==> src/slp_pkg.sv <==
package slp_pkg;

  // Result value width; the hex token saturates at 2**VALUE_BITS - 1.
  localparam int unsigned VALUE_BITS = 16;

  // Entries in the queue between front and back.
  localparam int unsigned QUEUE_DEPTH = 2;

  localparam logic [7:0] CH_NEWLINE = 8'h0A;
  localparam logic [7:0] CH_SPACE   = 8'h20;
  localparam logic [7:0] CH_A       = 8'h41;
  localparam logic [7:0] CH_S       = 8'h53;
  localparam logic [7:0] CH_P       = 8'h50;
  localparam logic [7:0] CH_E       = 8'h45;
  localparam logic [7:0] CH_ZERO    = 8'h30;
  localparam logic [7:0] CH_NINE    = 8'h39;
  localparam logic [7:0] CH_LC_A    = 8'h61;
  localparam logic [7:0] CH_LC_F    = 8'h66;
  localparam logic [7:0] CH_UC_F    = 8'h46;

  localparam logic [7:0] ID_MAX = 8'hFF;

  typedef enum logic [1:0] {
    KIND_POS     = 2'd0,
    KIND_SENSOR  = 2'd1,
    KIND_EVENT   = 2'd2,
    KIND_UNKNOWN = 2'd3
  } slp_kind_e;

  // One classified byte, as the front hands it to the back.
  typedef struct packed {
    logic      is_nl;
    logic      is_sp;
    logic      is_dec;
    logic      is_hex;
    logic [3:0] digit;
    slp_kind_e kind;
  } slp_item_t;

endpackage

==> src/slp_byte_if.sv <==
interface slp_byte_if;
  logic       valid;
  logic       ready;
  logic [7:0] rx_byte;

  modport source (output valid, output rx_byte, input ready);
  modport sink (input valid, input rx_byte, output ready);
endinterface

==> src/slp_result_if.sv <==
interface slp_result_if;
  logic                             valid;
  logic                             ready;
  slp_pkg::slp_kind_e               msg_kind;
  logic [7:0]                       unit_id;
  logic [slp_pkg::VALUE_BITS-1:0]   data_value;
  logic                             motor_error;

  modport source (
    output valid, output msg_kind, output unit_id, output data_value, output motor_error,
    input ready
  );
  modport sink (
    input valid, input msg_kind, input unit_id, input data_value, input motor_error,
    output ready
  );
endinterface

==> src/slp_front.sv <==
module slp_front (
  slp_byte_if.sink            rx_i,
  input  logic                q_full_i,
  output logic                push_o,
  output slp_pkg::slp_item_t  item_o
);
  import slp_pkg::*;

  logic [7:0] b;

  assign b          = rx_i.rx_byte;
  assign rx_i.ready = ~q_full_i;
  assign push_o     = rx_i.valid & ~q_full_i;

  always_comb begin
    item_o        = '0;
    item_o.is_nl  = (b == CH_NEWLINE);
    item_o.is_sp  = (b == CH_SPACE);
    item_o.kind   = KIND_UNKNOWN;
    item_o.digit  = 4'd0;

    if (b inside {[CH_ZERO:CH_NINE]}) begin
      item_o.is_dec = 1'b1;
      item_o.is_hex = 1'b1;
      item_o.digit  = 4'(b - CH_ZERO);
    end else if (b inside {[CH_LC_A:CH_LC_F]}) begin
      item_o.is_hex = 1'b1;
      item_o.digit  = 4'(b - CH_LC_A + 8'd10);
    end else if (b inside {[CH_A:CH_UC_F]}) begin
      item_o.is_hex = 1'b1;
      item_o.digit  = 4'(b - CH_A + 8'd10);
    end

    // message type, only used when this is the first char of the first token
    if (b == CH_A) begin
      item_o.kind = KIND_POS;
    end else if (b inside {CH_S, CH_P}) begin
      item_o.kind = KIND_SENSOR;
    end else if (b == CH_E) begin
      item_o.kind = KIND_EVENT;
    end
  end

endmodule

==> src/slp_queue.sv <==
module slp_queue (
  input  logic               clk_i,
  input  logic               rst_ni,
  input  logic               push_i,
  input  slp_pkg::slp_item_t item_i,
  output logic               full_o,
  output logic               valid_o,
  output slp_pkg::slp_item_t item_o,
  input  logic               pop_i
);
  import slp_pkg::*;

  localparam int unsigned PtrW = (QUEUE_DEPTH > 1) ? $clog2(QUEUE_DEPTH) : 1;
  localparam int unsigned CntW = $clog2(QUEUE_DEPTH + 1);
  localparam logic [PtrW-1:0] LastPtr = PtrW'(QUEUE_DEPTH - 1);

  slp_item_t           mem_q [QUEUE_DEPTH];
  logic [PtrW-1:0]     wr_ptr_q, wr_ptr_d;
  logic [PtrW-1:0]     rd_ptr_q, rd_ptr_d;
  logic [CntW-1:0]     cnt_q, cnt_d;
  logic                do_push, do_pop;

  assign full_o  = (cnt_q == CntW'(QUEUE_DEPTH));
  assign valid_o = (cnt_q != '0);
  assign item_o  = mem_q[rd_ptr_q];
  assign do_push = push_i & ~full_o;
  assign do_pop  = pop_i & valid_o;

  always_comb begin
    wr_ptr_d = wr_ptr_q;
    rd_ptr_d = rd_ptr_q;
    cnt_d    = cnt_q;
    if (do_push) begin
      wr_ptr_d = (wr_ptr_q == LastPtr) ? '0 : wr_ptr_q + 1'b1;
    end
    if (do_pop) begin
      rd_ptr_d = (rd_ptr_q == LastPtr) ? '0 : rd_ptr_q + 1'b1;
    end
    if (do_push && !do_pop) begin
      cnt_d = cnt_q + 1'b1;
    end else if (do_pop && !do_push) begin
      cnt_d = cnt_q - 1'b1;
    end
  end

  always_ff @(posedge clk_i or negedge rst_ni) begin
    if (!rst_ni) begin
      wr_ptr_q <= '0;
      rd_ptr_q <= '0;
      cnt_q    <= '0;
    end else begin
      wr_ptr_q <= wr_ptr_d;
      rd_ptr_q <= rd_ptr_d;
      cnt_q    <= cnt_d;
    end
  end

  always_ff @(posedge clk_i) begin
    if (do_push) begin
      mem_q[wr_ptr_q] <= item_i;
    end
  end

endmodule

==> src/slp_back.sv <==
module slp_back (
  input  logic               clk_i,
  input  logic               rst_ni,
  input  logic               q_valid_i,
  input  slp_pkg::slp_item_t item_i,
  output logic               pop_o,
  slp_result_if.source       res_o
);
  import slp_pkg::*;

  localparam logic [1:0] TOK_TYPE  = 2'd0;
  localparam logic [1:0] TOK_ID    = 2'd1;
  localparam logic [1:0] TOK_VALUE = 2'd2;
  localparam logic [1:0] TOK_REST  = 2'd3;

  logic [1:0]            tok_idx_q, tok_idx_d;
  logic                  in_tok_q, in_tok_d;
  logic                  stopped_q, stopped_d;
  slp_kind_e             kind_q, kind_d;
  logic [7:0]            id_q, id_d;
  logic [VALUE_BITS-1:0] val_q, val_d;

  logic                  res_valid_q, res_valid_d;
  slp_kind_e             res_kind_q;
  logic [7:0]            res_id_q;
  logic [VALUE_BITS-1:0] res_val_q;
  logic                  res_motor_q;

  logic                  slot_free, load_res, stop_eff;
  logic [11:0]           id_next;
  logic [VALUE_BITS-1:0] val_next;

  // newline needs the output slot; spaces and chars never wait
  assign slot_free = ~res_valid_q | res_o.ready;
  assign pop_o     = q_valid_i & (~item_i.is_nl | slot_free);
  assign load_res  = pop_o & item_i.is_nl;
  assign stop_eff  = in_tok_q & stopped_q;

  assign id_next = {id_q, 3'b000} + {3'b000, id_q, 1'b0} + {8'd0, item_i.digit};
  assign val_next = (|val_q[VALUE_BITS-1 -: 4]) ? '1 : {val_q[VALUE_BITS-5:0], item_i.digit};

  always_comb begin
    tok_idx_d = tok_idx_q;
    in_tok_d  = in_tok_q;
    stopped_d = stopped_q;
    kind_d    = kind_q;
    id_d      = id_q;
    val_d     = val_q;

    if (pop_o) begin
      if (item_i.is_nl) begin
        tok_idx_d = TOK_TYPE;
        in_tok_d  = 1'b0;
        stopped_d = 1'b0;
        kind_d    = KIND_UNKNOWN;
        id_d      = '0;
        val_d     = '0;
      end else if (item_i.is_sp) begin
        if (in_tok_q) begin
          in_tok_d = 1'b0;
          if (tok_idx_q != TOK_REST) begin
            tok_idx_d = tok_idx_q + 1'b1;
          end
        end
      end else begin
        in_tok_d  = 1'b1;
        stopped_d = stop_eff;
        case (tok_idx_q)
          TOK_TYPE: begin
            if (!in_tok_q) begin
              kind_d = item_i.kind;
            end
          end
          TOK_ID: begin
            if (!stop_eff) begin
              if (item_i.is_dec) begin
                id_d = (|id_next[11:8]) ? ID_MAX : id_next[7:0];
              end else begin
                stopped_d = 1'b1;
              end
            end
          end
          TOK_VALUE: begin
            if (!stop_eff) begin
              if (item_i.is_hex) begin
                val_d = val_next;
              end else begin
                stopped_d = 1'b1;
              end
            end
          end
          default: begin
            // tokens past the third are ignored
          end
        endcase
      end
    end
  end

  always_comb begin
    if (load_res) begin
      res_valid_d = 1'b1;
    end else if (res_o.ready) begin
      res_valid_d = 1'b0;
    end else begin
      res_valid_d = res_valid_q;
    end
  end

  always_ff @(posedge clk_i or negedge rst_ni) begin
    if (!rst_ni) begin
      tok_idx_q   <= TOK_TYPE;
      in_tok_q    <= 1'b0;
      stopped_q   <= 1'b0;
      kind_q      <= KIND_UNKNOWN;
      id_q        <= '0;
      val_q       <= '0;
      res_valid_q <= 1'b0;
    end else begin
      tok_idx_q   <= tok_idx_d;
      in_tok_q    <= in_tok_d;
      stopped_q   <= stopped_d;
      kind_q      <= kind_d;
      id_q        <= id_d;
      val_q       <= val_d;
      res_valid_q <= res_valid_d;
    end
  end

  always_ff @(posedge clk_i) begin
    if (load_res) begin
      res_kind_q  <= kind_q;
      res_id_q    <= id_q;
      res_val_q   <= val_q;
      res_motor_q <= (kind_q == KIND_POS) && (val_q == VALUE_BITS'(1));
    end
  end

  assign res_o.valid       = res_valid_q;
  assign res_o.msg_kind    = res_kind_q;
  assign res_o.unit_id     = res_id_q;
  assign res_o.data_value  = res_val_q;
  assign res_o.motor_error = res_motor_q;

endmodule

==> src/status_line_parser.sv <==
// Status line parser.
// rx_i takes one ASCII byte per item (valid/ready). Space separates tokens,
// runs of spaces count once, newline ends the line. Token one gives the
// message type by its first char, token two a decimal id (saturates at 255),
// token three a hex value in either case (saturates at all ones).
// res_o carries one item per newline: msg_kind, unit_id, data_value and
// motor_error (position message with value 1).
// Throughput: one byte per cycle while the queue is not full. A newline
// is written into the queue, then popped from it and loaded into the output
// register that drives res_o; a byte still queued ahead of it (at most one,
// intake stops at two) is popped first.
// When the receiver stalls, the result holds in its output register while
// spaces and token chars keep draining; the next newline waits in the queue,
// and rx_i.ready drops once the queue is full.
// Reset clears the queue, the line state and the output valid; the first
// byte can be taken as soon as reset is released.
module status_line_parser (
  input  logic          clk_i,
  input  logic          rst_ni,
  slp_byte_if.sink      rx_i,
  slp_result_if.source  res_o
);
  import slp_pkg::*;

  logic      push, q_full, q_valid, pop;
  slp_item_t front_item, back_item;

  // classify incoming bytes
  slp_front u_front (
    .rx_i     (rx_i),
    .q_full_i (q_full),
    .push_o   (push),
    .item_o   (front_item)
  );

  // decouples byte intake from result stalls
  slp_queue u_queue (
    .clk_i   (clk_i),
    .rst_ni  (rst_ni),
    .push_i  (push),
    .item_i  (front_item),
    .full_o  (q_full),
    .valid_o (q_valid),
    .item_o  (back_item),
    .pop_i   (pop)
  );

  // token tracking, accumulators and result register
  slp_back u_back (
    .clk_i     (clk_i),
    .rst_ni    (rst_ni),
    .q_valid_i (q_valid),
    .item_i    (back_item),
    .pop_o     (pop),
    .res_o     (res_o)
  );

endmodule

==> src/flat_wrapper.sv <==
// flat-port wrapper written by rule: the top's interface ports become plain ports
module status_line_parser_flat import slp_pkg::*;
  (clk_i, rst_ni, rx_i_valid, rx_i_rx_byte, rx_i_ready, res_o_valid, res_o_msg_kind, res_o_unit_id, res_o_data_value, res_o_motor_error, res_o_ready);
  slp_byte_if rx_i_i ();
  slp_result_if res_o_i ();
  input  logic clk_i;
  input  logic rst_ni;
  input wire logic [$bits(rx_i_i.valid)-1:0] rx_i_valid;
  input wire logic [$bits(rx_i_i.rx_byte)-1:0] rx_i_rx_byte;
  output wire logic [$bits(rx_i_i.ready)-1:0] rx_i_ready;
  output wire logic [$bits(res_o_i.valid)-1:0] res_o_valid;
  output wire logic [$bits(res_o_i.msg_kind)-1:0] res_o_msg_kind;
  output wire logic [$bits(res_o_i.unit_id)-1:0] res_o_unit_id;
  output wire logic [$bits(res_o_i.data_value)-1:0] res_o_data_value;
  output wire logic [$bits(res_o_i.motor_error)-1:0] res_o_motor_error;
  input wire logic [$bits(res_o_i.ready)-1:0] res_o_ready;
  assign rx_i_i.valid = rx_i_valid;
  assign rx_i_i.rx_byte = rx_i_rx_byte;
  assign rx_i_ready = rx_i_i.ready;
  assign res_o_valid = res_o_i.valid;
  assign res_o_msg_kind = res_o_i.msg_kind;
  assign res_o_unit_id = res_o_i.unit_id;
  assign res_o_data_value = res_o_i.data_value;
  assign res_o_motor_error = res_o_i.motor_error;
  assign res_o_i.ready = res_o_ready;
  status_line_parser u_core (.clk_i(clk_i), .rst_ni(rst_ni), .rx_i(rx_i_i), .res_o(res_o_i));
endmodule
==> config.mk <==
export PLATFORM = sky130hd
export DESIGN_NAME = status_line_parser_flat
export DESIGN_NICKNAME = d
export VERILOG_FILES = /design/src/slp_pkg.sv /design/src/slp_byte_if.sv /design/src/slp_result_if.sv /design/src/slp_front.sv /design/src/slp_queue.sv /design/src/slp_back.sv /design/src/status_line_parser.sv /design/src/flat_wrapper.sv
export SDC_FILE = /design/constraint.sdc
export NUM_CORES = 1
export LEC_CHECK = 0
export BUFFER_PORTS_ARGS = -buffer_cell sky130_fd_sc_hd__buf_2
export CAP_MARGIN = 10
export CORE_MARGIN = 3
export CORE_UTILIZATION = 35
export DETAILED_ROUTE_END_ITERATION = 8
export GPL_TIMING_DRIVEN = 0
export HOLD_SLACK_MARGIN = 0.05
export PLACE_DENSITY_LB_ADDON = 0.08
export SLEW_MARGIN = 20
export SYNTH_ARGS = -nofsm -noshare
export SYNTH_HDL_FRONTEND = slang
export SYNTH_HIERARCHICAL = 1
export SYNTH_SLANG_ARGS = --single-unit
==> constraint.sdc <==
create_clock -name clk_i -period 5.15 [get_ports clk_i]
set_input_delay 0.2575 -clock clk_i [delete_from_list [all_inputs] [get_ports clk_i]]
set_output_delay 0.2575 -clock clk_i [all_outputs]
set_load 0.05 [all_outputs]
==> reports/results.ini <==
[critical_path]
arrival_ns=3.70
required_ns=5.37
critPathTopFamily=adder cells
path_buf_inv=2
worstSetupEndpointType=flip-flop
cp-start-kind=flip-flop
worstPathMaxFanout=10
crit_chain=buf_6, mux2_4, fa_1, inv_1, fa_1, and2b_1, o211ai_2, mux2i_1, a2111oi_4, nand3_2, o21a_1
r2r_cells=11
cp.depth=11
crit_top_cell=fa_1
worstSetupPathType=reg -> reg
slowest_delay_ns=0.56
slowest_stage=fa_1

[logic_synthesis]
ys_seq_area_frac=0.554
synth_area_mm2=0.00414
ys_warn_count=6
async_flop_share=0.427
synth_nets=393
synth_seq_cells=82
syn_inst=354
avgSynthCellArea_um2=11.7
synth_edf_count=47
synth_flop_cell=edfxtp_1
synth.distinct_cells=61

[final_layout]
nNetsFinal=443
syn_to_final_growth_pct=16.4
diodes=0
final_cell_mix=edfxtp_1 (47), nand2_1 (42), buf_2 (41)
multi_input_area_mm2=0.00174
regArea_mm2=0.00229
drive_above_1_share=0.208
fill_cells=1078
layout_commonest_cell=edfxtp_1
postLayoutCoreUtil=0.420

[placement]
gp_congestion=0.767
dp.final_hpwl_um=6010
portBuffers=39

[clock_tree]
cts.sinks=82
cts_setup_buffers=0
cts_tree=built
cts_made_buffers=9
clk_pin_slew_ns=0.06
ctsHoldBuffers=0
cts_root_buf=clkbuf_16
cts_max_level=3
clock_latency_ns=0.33
ctsResizeCount=0
clockBufferDepth=2

[die]
start_util=0.361
num_io_pins=41
core_mm2=0.0115
die_h_um=115
dieArea_mm2=0.0132
die_x_um=115
rows=39

[sta]
max_freq_ghz=0.287
skew_ns=0.00559
post-route-period-util=0.676
slew_violations=0
finalSetupTns_ns=0
setup_violations=0
relSlewSlack=0.326
tightest_slew_ns=1.00
period_needed_ns=3.48
finalHoldViolCount=0
rsz0062_at_grt=false

[route]
ant_nets=0
drc=0
drt_iter0_drc=131
dr_total_vias=2764
drt-total-wl_um=8470
wl_per_cell_um=15.3
vias_per_cell=5.01
first_pass_iters=4

[flow_run]
cap_violations=0

[status]
status=finished, final reports clean

[pwr]
ir_worst_vdd_mv=0.277
p_total_w=0.00275
pwr_density_cell_mw_per_mm2=572
p_leak_nw=2.09

[global_route]
antenna_found_initial=0
grt_max_degree=36
grt_pass1_vias=2769
grt_pass1_wl_um=14000
grt_usage=0.137
overflow=0

[worst_hold_path]
hold_class=in -> async

## sequential cells by signal, summed over array words and instances, names as in the netlist
name,flops
u_core/u_back/id_q,8
u_core/u_back/in_tok_q,1
u_core/u_back/kind_q,2
u_core/u_back/res_o.data_value,16
u_core/u_back/res_o.motor_error,1
u_core/u_back/res_o.msg_kind,2
u_core/u_back/res_o.unit_id,8
u_core/u_back/res_o.valid,1
u_core/u_back/stopped_q,1
u_core/u_back/tok_idx_q,2
u_core/u_back/val_q,16
u_core/u_queue/cnt_q,2
u_core/u_queue/mem_q,20
u_core/u_queue/rd_ptr_q,1
u_core/u_queue/wr_ptr_q,1
## per-stage QoR
stage	worst slack (ns)	cell area (um^2)	hold WS [ns]	cells
floorplan	1.98	4140	-0.0381	354
global placement	1.66	4510	0.447	536
detailed placement	1.66	4510	0.435	536
CTS	1.63	4810	0.0715	552
global route	1.49	4810	0.108	552
finish	1.67	4810	0.0412	552
## worst reg2reg max path: cells and delay by family, from the launching register on
kind / cells / cell delay, ns
buffers and inverters: 2 / 0.25
AO/OA/AOI/OAI: 3 / 0.72
flip-flops: 1 / 0.37
multiplexers: 2 / 0.51
adder cells (fa/ha/maj): 2 / 0.99
AND/OR/NAND/NOR: 2 / 0.52
## synthesized netlist by cell type, types with 3 or more instances
cell      instances  area share
edfxtp_1         47        0.34
ha_1             25       0.076
nor4b_1           3      0.0064
dfrtp_1          33        0.20
nand3_1           7      0.0085
o21ai_0          31       0.038
o22ai_1           4      0.0061
nor2b_1           3      0.0045
xnor2_1           6       0.013
or2_1             3      0.0045
nand2_1          42       0.038
mux2_4            9       0.033
a21o_1            3      0.0054
o21a_1            9       0.016
xor2_1            3      0.0064
clkbuf_1          4      0.0036
nor3_1            5      0.0061
inv_1            17       0.015
nor2_1           25       0.023
a21oi_1          18       0.022
and3_1            4      0.0061
## worst paths after layout
check / start / end / slack [ns]
worst max-delay path: u_core/u_queue/rd_ptr_q$_DFFE_PN0P_ / u_core/u_back/id_q[5]$_DFFE_PN0P_ / 1.67
worst min-delay path: rst_ni / u_core/u_back/id_q[7]$_DFFE_PN0P_ / 0.04
worst max register to register: u_core/u_queue/rd_ptr_q$_DFFE_PN0P_ / u_core/u_back/id_q[5]$_DFFE_PN0P_ / 1.67
worst min register to register: u_core/u_back/val_q[13]$_DFFE_PN0P_ / u_core/u_back/res_o.data_value[13]$_DFFE_PP_ / 0.48
max in group asynchronous: rst_ni / u_core/u_back/val_q[2]$_DFFE_PN0P_ / 4.56
min in group clk_i: rx_i_rx_byte[6] / u_core/u_queue/mem_q[1][1]$_DFFE_PP_ / 0.26
## kinds of logic after synthesis
kind of cell | count (synthesis) | share of synthesized area
flip-flops | 82 | 0.554
AO/OA/AOI/OAI | 81 | 0.124
adder cells (fa/ha/maj) | 27 | 0.0853
AND/OR/NAND/NOR | 117 | 0.149
buffers and inverters | 25 | 0.0251
multiplexers | 13 | 0.0430
XOR/XNOR | 9 | 0.0191
## layer usage
metal / up-vias / global-route usage / wire (um)
met5: - / 0 / 0
met4: 0 / 0.0524 / 130
met3: 10 / 0.0322 / 312
met2: 49 / 0.221 / 4010
met1: 1319 / 0.180 / 4020
li1: 1386 / - / -
## power breakdown
group / switching [W] / internal (W)
combinational: 0.000706 / 0.000334
sequential: 0.000125 / 0.000933
clock: 0.000263 / 0.000392
## layout make-up
class                      instances  share of cell area
buffer                             7             0.00754
clock buffer                      11              0.0504
clock inverter                     5              0.0130
inverter                          18              0.0140
multi-input combinational        247               0.362
sequential                        82               0.476
tap                              143              0.0372
timing repair buffer              39              0.0405
No activity file was read; power rests on OpenSTA's default activity.
